File: config.mk
export PLATFORM = sky130hd
export DESIGN_NAME = ccc_queue
export DESIGN_NICKNAME = d
export VERILOG_FILES = /design/src/rtl/core/ccc_pkg.sv /design/src/rtl/core/ccc_queue.sv
export SDC_FILE = /design/constraint.sdc
export NUM_CORES = 1
export LEC_CHECK = 0
export BUFFER_PORTS_ARGS = -buffer_cell sky130_fd_sc_hd__buf_4
export CAP_MARGIN = 5
export CORE_UTILIZATION = 39
export DETAILED_ROUTE_END_ITERATION = 10
export PLACE_DENSITY = 0.76
export REMOVE_ABC_BUFFERS = 1
export SLEW_MARGIN = 15
export SYNTH_ARGS = -nofsm -noshare
export SYNTH_HDL_FRONTEND = slang
export SYNTH_SLANG_ARGS = --single-unit
File: constraint.sdc
create_clock -name aclk -period 8.91 [get_ports aclk]
set_clock_uncertainty 0.05 [all_clocks]
set_input_delay 0.891 -clock aclk [delete_from_list [all_inputs] [get_ports aclk]]
set_output_delay 0.891 -clock aclk [all_outputs]
set_load 0.05 [all_outputs]
File: src/rtl/core/ccc_pkg.sv
// Shared types, codes and constants of the convex cell clearance block.
package ccc_pkg;

    localparam int COORD_WIDTH      = 32;
    localparam int MAX_CELLS_DEF    = 16;
    localparam int MAX_VERTICES_DEF = 8;

    localparam logic [1:0] CMD_VERTEX   = 2'd0;
    localparam logic [1:0] CMD_INTERVAL = 2'd1;
    localparam logic [1:0] CMD_QUERY    = 2'd2;

    localparam logic [1:0] ST_OK       = 2'd0;
    localparam logic [1:0] ST_DISABLED = 2'd1;
    localparam logic [1:0] ST_NO_CELL  = 2'd2;
    localparam logic [1:0] ST_WRITE    = 2'd3;

    localparam logic [2:0] REG_ENABLE    = 3'd0;
    localparam logic [2:0] REG_RADIUS    = 3'd1;
    localparam logic [2:0] REG_MARGIN    = 3'd2;
    localparam logic [2:0] REG_TOLERANCE = 3'd3;
    localparam logic [2:0] REG_CELLS     = 3'd4;

    localparam logic signed [31:0] CLEAR_MAX = 32'sh7FFF_FFFF;
    localparam logic signed [31:0] CLEAR_MIN = 32'sh8000_0000;

    typedef enum logic [1:0] {
        OP_VERTEX,
        OP_INTERVAL,
        OP_QUERY
    } op_t;

    typedef struct packed {
        op_t                op;
        logic [3:0]         cell_index;
        logic [2:0]         vertex_index;
        logic signed [31:0] coord_x;
        logic signed [31:0] coord_y;
        logic signed [31:0] interval_begin;
        logic signed [31:0] interval_end;
        logic [3:0]         vertex_count;
        logic signed [31:0] query_progress;
    } item_t;

    typedef struct packed {
        logic        region_enabled;
        logic [30:0] robot_radius;
        logic [30:0] safety_margin;
        logic [30:0] progress_tolerance;
        logic [4:0]  cells_in_use;
    } cfg_t;

    typedef struct packed {
        logic signed [31:0] lo;
        logic signed [31:0] hi;
        logic [3:0]         cnt;
    } cell_info_t;

    typedef enum logic [4:0] {
        S_IDLE,
        S_SRD,
        S_SCMP,
        S_ARD0,
        S_ALD0,
        S_ARD,
        S_AMUL,
        S_AACC,
        S_ERD0,
        S_ELD0,
        S_ERD,
        S_EDIF,
        S_EM1,
        S_EM2,
        S_EM3,
        S_SQRT,
        S_DIVI,
        S_DIV,
        S_EACC,
        S_ENEXT,
        S_OUT
    } back_state_t;

endpackage

File: src/rtl/core/ccc_queue.sv
// Two-entry queue of classified requests between the front and back ends.
module ccc_queue import ccc_pkg::*; (
    input  logic  aclk,
    input  logic  aresetn,
    input  logic  push,
    input  item_t push_item,
    output logic  full,
    input  logic  pop,
    output logic  pop_valid,
    output item_t pop_item
);

    item_t      entry_reg [2];
    logic       wr_ptr_reg;
    logic       rd_ptr_reg;
    logic [1:0] count_reg;
    logic [1:0] count_next;

    assign full      = (count_reg == 2'd2);
    assign pop_valid = (count_reg != 2'd0);
    assign pop_item  = entry_reg[rd_ptr_reg];

    always_comb begin
        count_next = count_reg;
        if (push && !(pop && pop_valid)) begin
            count_next = count_reg + 2'd1;
        end else if (!push && pop && pop_valid) begin
            count_next = count_reg - 2'd1;
        end
    end

    always_ff @(posedge aclk) begin
        if (!aresetn) begin
            wr_ptr_reg <= 1'b0;
            rd_ptr_reg <= 1'b0;
            count_reg  <= 2'd0;
        end else begin
            count_reg <= count_next;
            if (push) begin
                wr_ptr_reg <= !wr_ptr_reg;
            end
            if (pop && pop_valid) begin
                rd_ptr_reg <= !rd_ptr_reg;
            end
        end
    end

    always_ff @(posedge aclk) begin
        if (push) begin
            entry_reg[wr_ptr_reg] <= push_item;
        end
    end

endmodule

==> run_results.csv, run 1 <==
group,metric,value,unit
status,status,"complete, no violations",
timing,finalHoldViolCount,0,
synth,synth.cell_area,0.01282,mm^2
detailed_routing,final_antenna_net_count,0,
synth,yosysTopAreaCellShare,81.05,%
timing,rsz0062_at_grt,"no",
clock_network,cts_resized,0,
clock_network,clkTransAtPathRegs,0.06,ns
detailed_routing,totalWireLength,25160,um
timing,finalSetupViolations,0,
synth,synth_top_area_cell,"edfxtp_1",
clock_network,h-tree-depth,2,
synth,ys_types,19,
global_route,grt_max_degree,76,
floorplan,die_area,0.03360,mm^2
floorplan,coreArea,0.03245,mm^2
detailed_routing,wl_per_cell,17.83,um
clock_network,cts.sink_count,351,
synth,yosysWarnings,0,
clock_network,clockBufferDepth,3,
power_and_ir_drop,power.leakage,6.276,nW
synth,ys_seq_area_share,81.84,%
detailed_routing,drc,0,
setup_path,crit_path_frequent_cell,"buf_4",
floorplan,ios,352,
clock_network,clkLatencyLatePin,0.51,ns
power_and_ir_drop,power_density,237.5,mW/mm^2
setup_path,crit_fanout,73,
synth,syn_inst,563,
timing,min_period_over_period,40.30,%
floorplan,std_cell_rows,66,
finish,final_common_cell,"buf_4",
synth,ys_ff_latch,351,
global_route,grt_pass1_wl,36860,um
global_route,overflow,0,
detailed_routing,drt_first_pass_iters,6,
setup_path,critPathLaunchType,"register",
timing,fmax,278.5,MHz
setup_path,cp.required,7.97,ns
global_route,grt_pass1_vias,6840,
timing,final_max_slew_viol_count,0,
clock_network,post-cts-setup-buffer-count,0,
setup_path,crit_type,"reg2out",
finish,layout-drive-gt1-share,60.74,%
place,dp_hpwl,16290,um
detailed_routing,drt_iter0_markers,303,
setup_path,worstPathCellList,"buf_4 -> mux2_2 -> buf_4",
setup_path,cpPeakStageDelay,0.80,ns
timing,relSlewSlack,29.42,%
setup_path,end_kind,"primary output",
finish,nets,1117,
setup_path,worstPathArrival,2.65,ns
clock_network,cts_tree,"done",
finish,largest_reg_flops,346,
power_and_ir_drop,vdd_drop_max,0.1596,mV
floorplan,start_util,39.50,%
floorplan,die_w,183.3,um
global_route,antenna_found_initial,2,
synth,syn_avg_cell_area,22.77,um^2
global_route,grt_use_total,14.40,%
timing,fin_crit,3.590,ns
timing,hold_ws,0.5050,ns
setup_path,critPathTopFamily,"buffers and inverters",
place,io_buffers,351,
flow_run,cap_violations,0,
timing,max_slew.worst_pin.slew,1.059,ns
detailed_routing,vias_per_cell,4.641,
clock_network,cts-hold-fix-buffers,0,
finish,syn_to_final_growth,32.54,%
detailed_routing,vias,6548,
setup_path,critPathSlowestCell,"buf_4",
place,place_congestion,0.7342,
clock_network,cts_inserted_buffers,37,
synth,ys_top_cells_by_area,"edfxtp_1 81%, mux2_2 15%, clkbuf_8 1.6%",
floorplan,dieHeight,183.3,um
setup_path,worst-path-buf-inv,2,
finish,final_cell_mix,"357 x buf_4, 346 x edfxtp_1, 173 x mux2_2, 39 x clkbuf_16",
finish,finalCoreUtilization,52.35,%
min_path,hold_path_class,"in2reg",
clock_network,cts_root_buf,"clkbuf_16",
[synth_stat cells (all sizes together)]
cell type  count
a21oi          2
and2           3
and2b          1
buf            4
clkbuf        15
dfxtp          5
edfxtp       346
mux2         173
mux2i          1
nand2          1
nand2b         2
nand4b         1
nor2           1
nor2b          3
o211ai         1
o21a           1
o21ai          1
or2            1
xnor2          1
[cell type report]
cell class / count / area [um^2]
sequential: 351 / 10490
clock inverter: 17 / 136.4
tap: 442 / 553.0
clock buffer: 50 / 1037
multi-input combinational: 193 / 2087
fill: 2588 / 15460
timing repair buffer: 357 / 2680
antenna: 1 / 2.502
[report_power, final]
group	switching [mW]	internal, mW	leakage, nW
clock	0.598	0.875	0.580
sequential	0.0209	1.91	3.29
combinational	0.411	0.220	2.41
total	1.03	3.01	6.28
[routing by layer]
layer	share of wire, %	global-route usage [%]
met1	35	15.14
met2	51	25.16
met3	9.2	5.500
met4	4.1	7.167
met5	0.068	0
[cells by family after synthesis]
kind of cell | Yosys count | share of synthesized area [%]
mux | 174 | 15.28
simple gates | 13 | 0.6247
xor+xnor | 1 | 0.06834
flops | 351 | 81.84
compound gates | 5 | 0.2343
buf+inv | 19 | 1.962
[final timing paths]
kind,slack [ns],from,cells past startpoint,end
setup / recovery,5.32,register,3,pop_item[31]
hold / removal,0.50,push_item[44],1,entry_reg[1][44]
setup reg to reg,6.35,wr_ptr_reg,2,entry_reg[0][9]
hold reg to reg,0.54,rd_ptr_reg,2,rd_ptr_reg
[per-stage QoR]
step                setup TNS, ns  worst slack (ns)  instance area (um^2)  total power, mW  instances
detailed placement              0             5.540                 15810            2.603       1343
finish                          0             5.320                 16990            4.035       1411
floorplan                  -45.40           -0.2609                 12570            2.398        544
global placement                0             5.552                 15810            2.592       1343
global route                    0             5.163                 16990            4.166       1411
CTS                             0             5.225                 16990            4.083       1410
No activity file was read; power rests on OpenSTA's default activity.
==> run 2: changes to the inputs <==
--- a/config.mk
+++ b/config.mk
@@ -9,7 +9,7 @@
 export CAP_MARGIN = 5
 export CORE_UTILIZATION = 39
 export DETAILED_ROUTE_END_ITERATION = 10
-export PLACE_DENSITY = 0.76
+export PLACE_DENSITY = 0.73
 export REMOVE_ABC_BUFFERS = 1
 export SLEW_MARGIN = 15
 export SYNTH_ARGS = -nofsm -noshare
==> constraint.sdc (replaced) <==
create_clock -name aclk -period 3.4 [get_ports aclk]
set_clock_uncertainty 0.05 [all_clocks]
set_input_delay 0.34 -clock aclk [delete_from_list [all_inputs] [get_ports aclk]]
set_output_delay 0.34 -clock aclk [all_outputs]
set_load 0.05 [all_outputs]
==> run_results.csv, run 2 (same netlist as run 1, synthesis figures left out) <==
group,metric,value,unit
setup_path,critPathLaunchType,"register",
global_route,grt_use_total,16.59,%
timing,final_max_slew_viol_count,0,
power_and_ir_drop,vdd_drop_max,0.4037,mV
finish,final_common_cell,"buf_4",
power_and_ir_drop,pwr-share-clk,34.5,%
finish,nets,1296,
floorplan,die_area,0.03360,mm^2
detailed_routing,drt_iter0_markers,332,
detailed_routing,drc,0,
floorplan,coreArea,0.03245,mm^2
clock_network,cts_resized,0,
floorplan,std_cell_rows,66,
detailed_routing,vias,7309,
finish,syn_to_final_growth,46.32,%
timing,min_period_over_period,77.16,%
flow_run,cap_violations,0,
finish,fillers,2379,
setup_path,worstPathArrival,2.23,ns
place,place_congestion,0.7682,
clock_network,cts_root_buf,"clkbuf_16",
timing,max_slew.worst_pin.slew,0.6771,ns
power_and_ir_drop,seqPwrFrac,48.0,%
detailed_routing,vias_per_cell,4.603,
timing,hold_ws,0.03484,ns
clock_network,clkTransAtPathRegs,0.06,ns
detailed_routing,drt_first_pass_iters,4,
setup_path,end_kind,"primary output",
finish,largest_reg_flops,346,
timing,finalSetupViolations,0,
global_route,grt_pass1_vias,7876,
clock_network,clockBufferDepth,3,
min_path,hold_path_class,"in2reg",
finish,layout-drive-gt1-share,51.27,%
floorplan,start_util,39.50,%
setup_path,crit_fanout,68,
power_and_ir_drop,pwr-share-comb,17.5,%
timing,fmax,381.2,MHz
power_and_ir_drop,power_density,563.0,mW/mm^2
clock_network,post-cts-setup-buffer-count,0,
power_and_ir_drop,internal_power,7.817,mW
clock_network,clkLatencyLatePin,0.51,ns
floorplan,die_w,183.3,um
clock_network,cts_inserted_buffers,37,
floorplan,dieHeight,183.3,um
detailed_routing,wl_per_cell,18.05,um
timing,setup_tns,0,ns
setup_path,crit_type,"reg2out",
timing,fin_crit,2.623,ns
timing,finalHoldViolCount,0,
power_and_ir_drop,swShare,25.98,%
clock_network,h-tree-depth,2,
global_route,overflow,0,
power_and_ir_drop,power.leakage,6.994,nW
global_route,grt_max_degree,89,
status,status,"complete, no violations",
place,dp_hpwl,17330,um
timing,relSlewSlack,54.86,%
global_route,grt_pass1_wl,42220,um
power_and_ir_drop,total_power,10.56,mW
clock_network,cts.sink_count,351,
detailed_routing,final_antenna_net_count,0,
power_and_ir_drop,p_sw,2.743,mW
global_route,antenna_found_initial,1,
finish,finalCoreUtilization,57.80,%
floorplan,ios,352,
finish,final_cell_mix,"357 x buf_4, 346 x edfxtp_1, 173 x mux2_2, 173 x dlygate4sd3_1, 37 x clkbuf_16",
place,io_buffers,351,
timing,rsz0062_at_grt,"no",
detailed_routing,totalWireLength,28670,um
setup_path,cp.required,3.01,ns
clock_network,cts_tree,"done",
[run 2: changes by cell type in the layout (fill, tap and decap cells not counted), sizes merged]
cell | before | now
buf | 357 | 363
bufinv | 2 | 1
clkbuf | 50 | 48
clkinv | 13 | 12
clkinvlp | 1 | 2
dlygate4sd3 | 0 | 173
inv | 1 | 2
[run 2: final cells by class]
type / instances / area [um^2] / area share, %
well taps: 442 / 553.0 / 2.948
flip-flops and latches: 351 / 10490 / 55.95
clock inverters: 17 / 121.4 / 0.6471
repair buffers: 536 / 4532 / 24.16
multi-input cells: 193 / 2087 / 11.13
diodes: 1 / 2.502 / 0.01334
clock buffers: 48 / 967.2 / 5.156
[run 2: critical path, stage by stage (launching register included)]
cell and delay, ns:
dfxtp_4 0.67, buf_12 0.36, mux2_2 0.40, buf_4 0.19
[run 2: power by group through the flow]
| stage | Clock, mW | Sequential (mW) | Combinational [mW] |
|---|---|---|---|
| after CTS | 3.73 | 5.07 | 1.85 |
| after global placement | 0 | 5.15 | 1.65 |
| after detailed placement | 0 | 5.16 | 1.67 |
| final | 3.64 | 5.07 | 1.85 |
| after global routing | 3.91 | 5.09 | 1.93 |
| after floorplan | 0 | 5.22 | 1.07 |
[run 2: final timing paths]
check / startpoint / endpoint / slack (ns) / depth (start not counted)
min: aresetn / wr_ptr_reg / 0.03 / 2
max reg2reg: wr_ptr_reg / entry_reg[1][121] / 1.58 / 2
min reg2reg: count_reg[1] / count_reg[1] / 0.52 / 2
max: register / pop_item[169] / 0.78 / 3
[run 2: layer usage]
layer	global-route usage [%]	vias up	wire length [um]
li1	-	3361	-
met5	0	-	0
met2	30.24	295	15100
met4	7.767	0	1119
met3	4.468	65	1947
met1	17.80	3588	10500
[run 2: what timing repair did]
item,CTS,global route
hold buffers,173,0
hold endpoints to repair,346,0
endpoints found under the setup margin,0,0
[run 2: per-stage QoR]
stage               cell area (um^2)  worst slack, ns  std cells
finish                         18760           0.7767       1588
global route                   18760           0.6741       1588
CTS                            18750           0.7513       1587
detailed placement             15930            1.305       1349
global placement               15930            1.337       1349
floorplan                      12570           -5.309        544
==> run 3: changes to the inputs <==
--- a/config.mk
+++ b/config.mk
@@ -9,7 +9,7 @@
 export CAP_MARGIN = 5
 export CORE_UTILIZATION = 39
 export DETAILED_ROUTE_END_ITERATION = 10
-export PLACE_DENSITY = 0.73
+export PLACE_DENSITY = 0.76
 export REMOVE_ABC_BUFFERS = 1
 export SLEW_MARGIN = 15
 export SYNTH_ARGS = -nofsm -noshare
==> constraint.sdc (replaced) <==
create_clock -name aclk -period 2.4 [get_ports aclk]
set_clock_uncertainty 0.05 [all_clocks]
set_input_delay 0.24 -clock aclk [delete_from_list [all_inputs] [get_ports aclk]]
set_output_delay 0.24 -clock aclk [all_outputs]
set_load 0.05 [all_outputs]
==> run_results.csv, run 3 (same netlist as run 1, synthesis figures left out) <==
group,metric,value,unit
setup_path,critPathLaunchType,"register",
floorplan,coreArea,0.03245,mm^2
clock_network,cts_tree,"done",
finish,finalCoreUtilization,58.06,%
finish,syn_to_final_growth,47.00,%
timing,final_max_slew_viol_count,0,
finish,layout-drive-gt1-share,51.48,%
floorplan,die_area,0.03360,mm^2
timing,rsz0062_at_grt,"no",
clock_network,clkTransAtPathRegs,0.06,ns
finish,largest_reg_flops,346,
setup_path,critPathTopFamily,"buffers and inverters",
clock_network,cts_resized,0,
floorplan,std_cell_rows,66,
timing,hold_ws,0.4180,ns
floorplan,die_w,183.3,um
detailed_routing,drc,0,
clock_network,cts_inserted_buffers,36,
timing,fmax,437.0,MHz
timing,min_period_over_period,95.36,%
power_and_ir_drop,swShare,25.61,%
clock_network,clkLatencyLatePin,0.50,ns
clock_network,cts.sink_count,351,
timing,finalSetupViolations,0,
finish,nets,1303,
power_and_ir_drop,seqPwrFrac,47.8,%
timing,max_slew.worst_pin.slew,0.5302,ns
status,status,"complete, no violations",
global_route,grt_use_met2,30.36,%
global_route,overflow,0,
timing,finalHoldViolCount,0,
detailed_routing,totalWireLength,29160,um
setup_path,crit_fanout,31,
setup_path,cpPeakStageDelay,0.47,ns
power_and_ir_drop,power.leakage,7.042,nW
power_and_ir_drop,p_sw,3.843,mW
detailed_routing,vias,7355,
detailed_routing,final_antenna_net_count,0,
global_route,grt.busiest_layer,"met2",
power_and_ir_drop,power_density,796.4,mW/mm^2
setup_path,critPathSlowestCell,"dfxtp_4",
global_route,antenna_found_initial,2,
setup_path,worst-path-buf-inv,3,
global_route,grt_pass1_wl,43550,um
floorplan,ios,352,
floorplan,dieHeight,183.3,um
place,pre_cts_ws,0.6355,ns
finish,final_common_cell,"buf_4",
setup_path,crit_path_frequent_cell,"buf_12",
place,dp_cells,1354,
detailed_routing,vias_per_cell,4.620,
setup_path,end_kind,"primary output",
timing,setup_slack,0.1114,ns
timing,fin_crit,2.289,ns
floorplan,start_util,39.50,%
global_route,grt_pass1_vias,7979,
power_and_ir_drop,pwr-share-comb,17.8,%
power_and_ir_drop,internal_power,11.16,mW
min_path,hold_path_class,"in2reg",
setup_path,worstPathCellList,"buf_12 -> buf_12 -> mux2_2 -> buf_4",
setup_path,cp.required,2.11,ns
setup_path,worstPathArrival,2.00,ns
flow_run,cap_violations,0,
power_and_ir_drop,vdd_drop_max,0.5783,mV
place,dp_hpwl,17640,um
clock_network,clockBufferDepth,3,
global_route,grt_use_met1,18.86,%
detailed_routing,drt_iter0_markers,343,
detailed_routing,wl_per_cell,18.32,um
power_and_ir_drop,total_power,15.01,mW
power_and_ir_drop,pwr-share-clk,34.4,%
clock_network,cts_root_buf,"clkbuf_16",
global_route,grt_use_total,16.90,%
global_route,grt.met3_usage,5.044,%
place,place_congestion,0.7477,
detailed_routing,drt_first_pass_iters,4,
setup_path,crit_type,"reg2out",
finish,stdcell_count,1592,
timing,relSlewSlack,64.65,%
global_route,grt_max_degree,94,
clock_network,h-tree-depth,2,
place,io_buffers,351,
finish,final_cell_mix,"360 x buf_4, 346 x edfxtp_1, 176 x dlygate4sd3_1, 173 x mux2_2, 37 x clkbuf_16",
-- run 3: cell count changes in the layout (fill, tap and decap cells not counted) --
| cell | before | now |
|---|---|---|
| buf_12 | 6 | 8 |
| buf_4 | 357 | 360 |
| bufinv_16 | 1 | 2 |
| clkbuf_1 | 11 | 9 |
| clkinv_1 | 7 | 5 |
| clkinv_2 | 3 | 5 |
| clkinv_4 | 2 | 1 |
| clkinvlp_4 | 2 | 1 |
| diode_2 | 1 | 2 |
| dlygate4sd3_1 | 173 | 176 |
| inv_6 | 2 | 0 |
-- run 3: metrics by stage --
step                setup TNS [ns]  cell area [um^2]
detailed placement               0             16000
finish                           0             18840
global route                     0             18840
CTS                              0             18840
global placement                 0             16000
floorplan                 -2015.48             12570
-- run 3: final cells by class --
class	instances	area (um^2)
fillers	2340	13610
flip-flops and latches	351	10490
repair buffers	544	4624
multi-input cells	193	2087
clock buffers	46	959.7
well taps	442	553.0
clock inverters	14	120.1
diodes	2	5.005
-- run 3: power groups by stage --
| stage | Combinational, mW | Clock (mW) | Sequential (mW) |
|---|---|---|---|
| 2_1_floorplan | 1.52 | 0 | 7.39 |
| 4_1_cts | 2.68 | 5.30 | 7.17 |
| 5_1_grt | 2.78 | 5.56 | 7.19 |
| 3_3_place_gp | 2.39 | 0 | 7.28 |
| 6_report | 2.67 | 5.16 | 7.17 |
| 3_5_place_dp | 2.42 | 0 | 7.29 |
-- run 3: path summary, 6_finish.rpt --
kind | startpoint | endpoint | slack [ns] | cells past startpoint
worst max register to register | wr_ptr_reg | entry_reg[1][128] | 0.77 | 2
worst min register to register | count_reg[1] | count_reg[1] | 0.54 | 2
worst max-delay path | register | pop_item[69] | 0.11 | 4
worst min-delay path | push_item[85] | entry_reg[1][85] | 0.42 | 2
-- run 3: timing repair --
item,CTS,global route
setup buffers,0,0
hold buffers,176,0
hold endpoints to repair,351,0
-- run 3: layer usage --
| layer | part of all wire [%] | up-vias | wire [um] |
|---|---|---|---|
| li1 | - | 3365 | - |
| met1 | 37 | 3639 | 10850 |
| met2 | 52 | 291 | 15280 |
| met3 | 7.3 | 60 | 2115 |
| met4 | 3.2 | 0 | 919 |
| met5 | 0 | - | 0 |
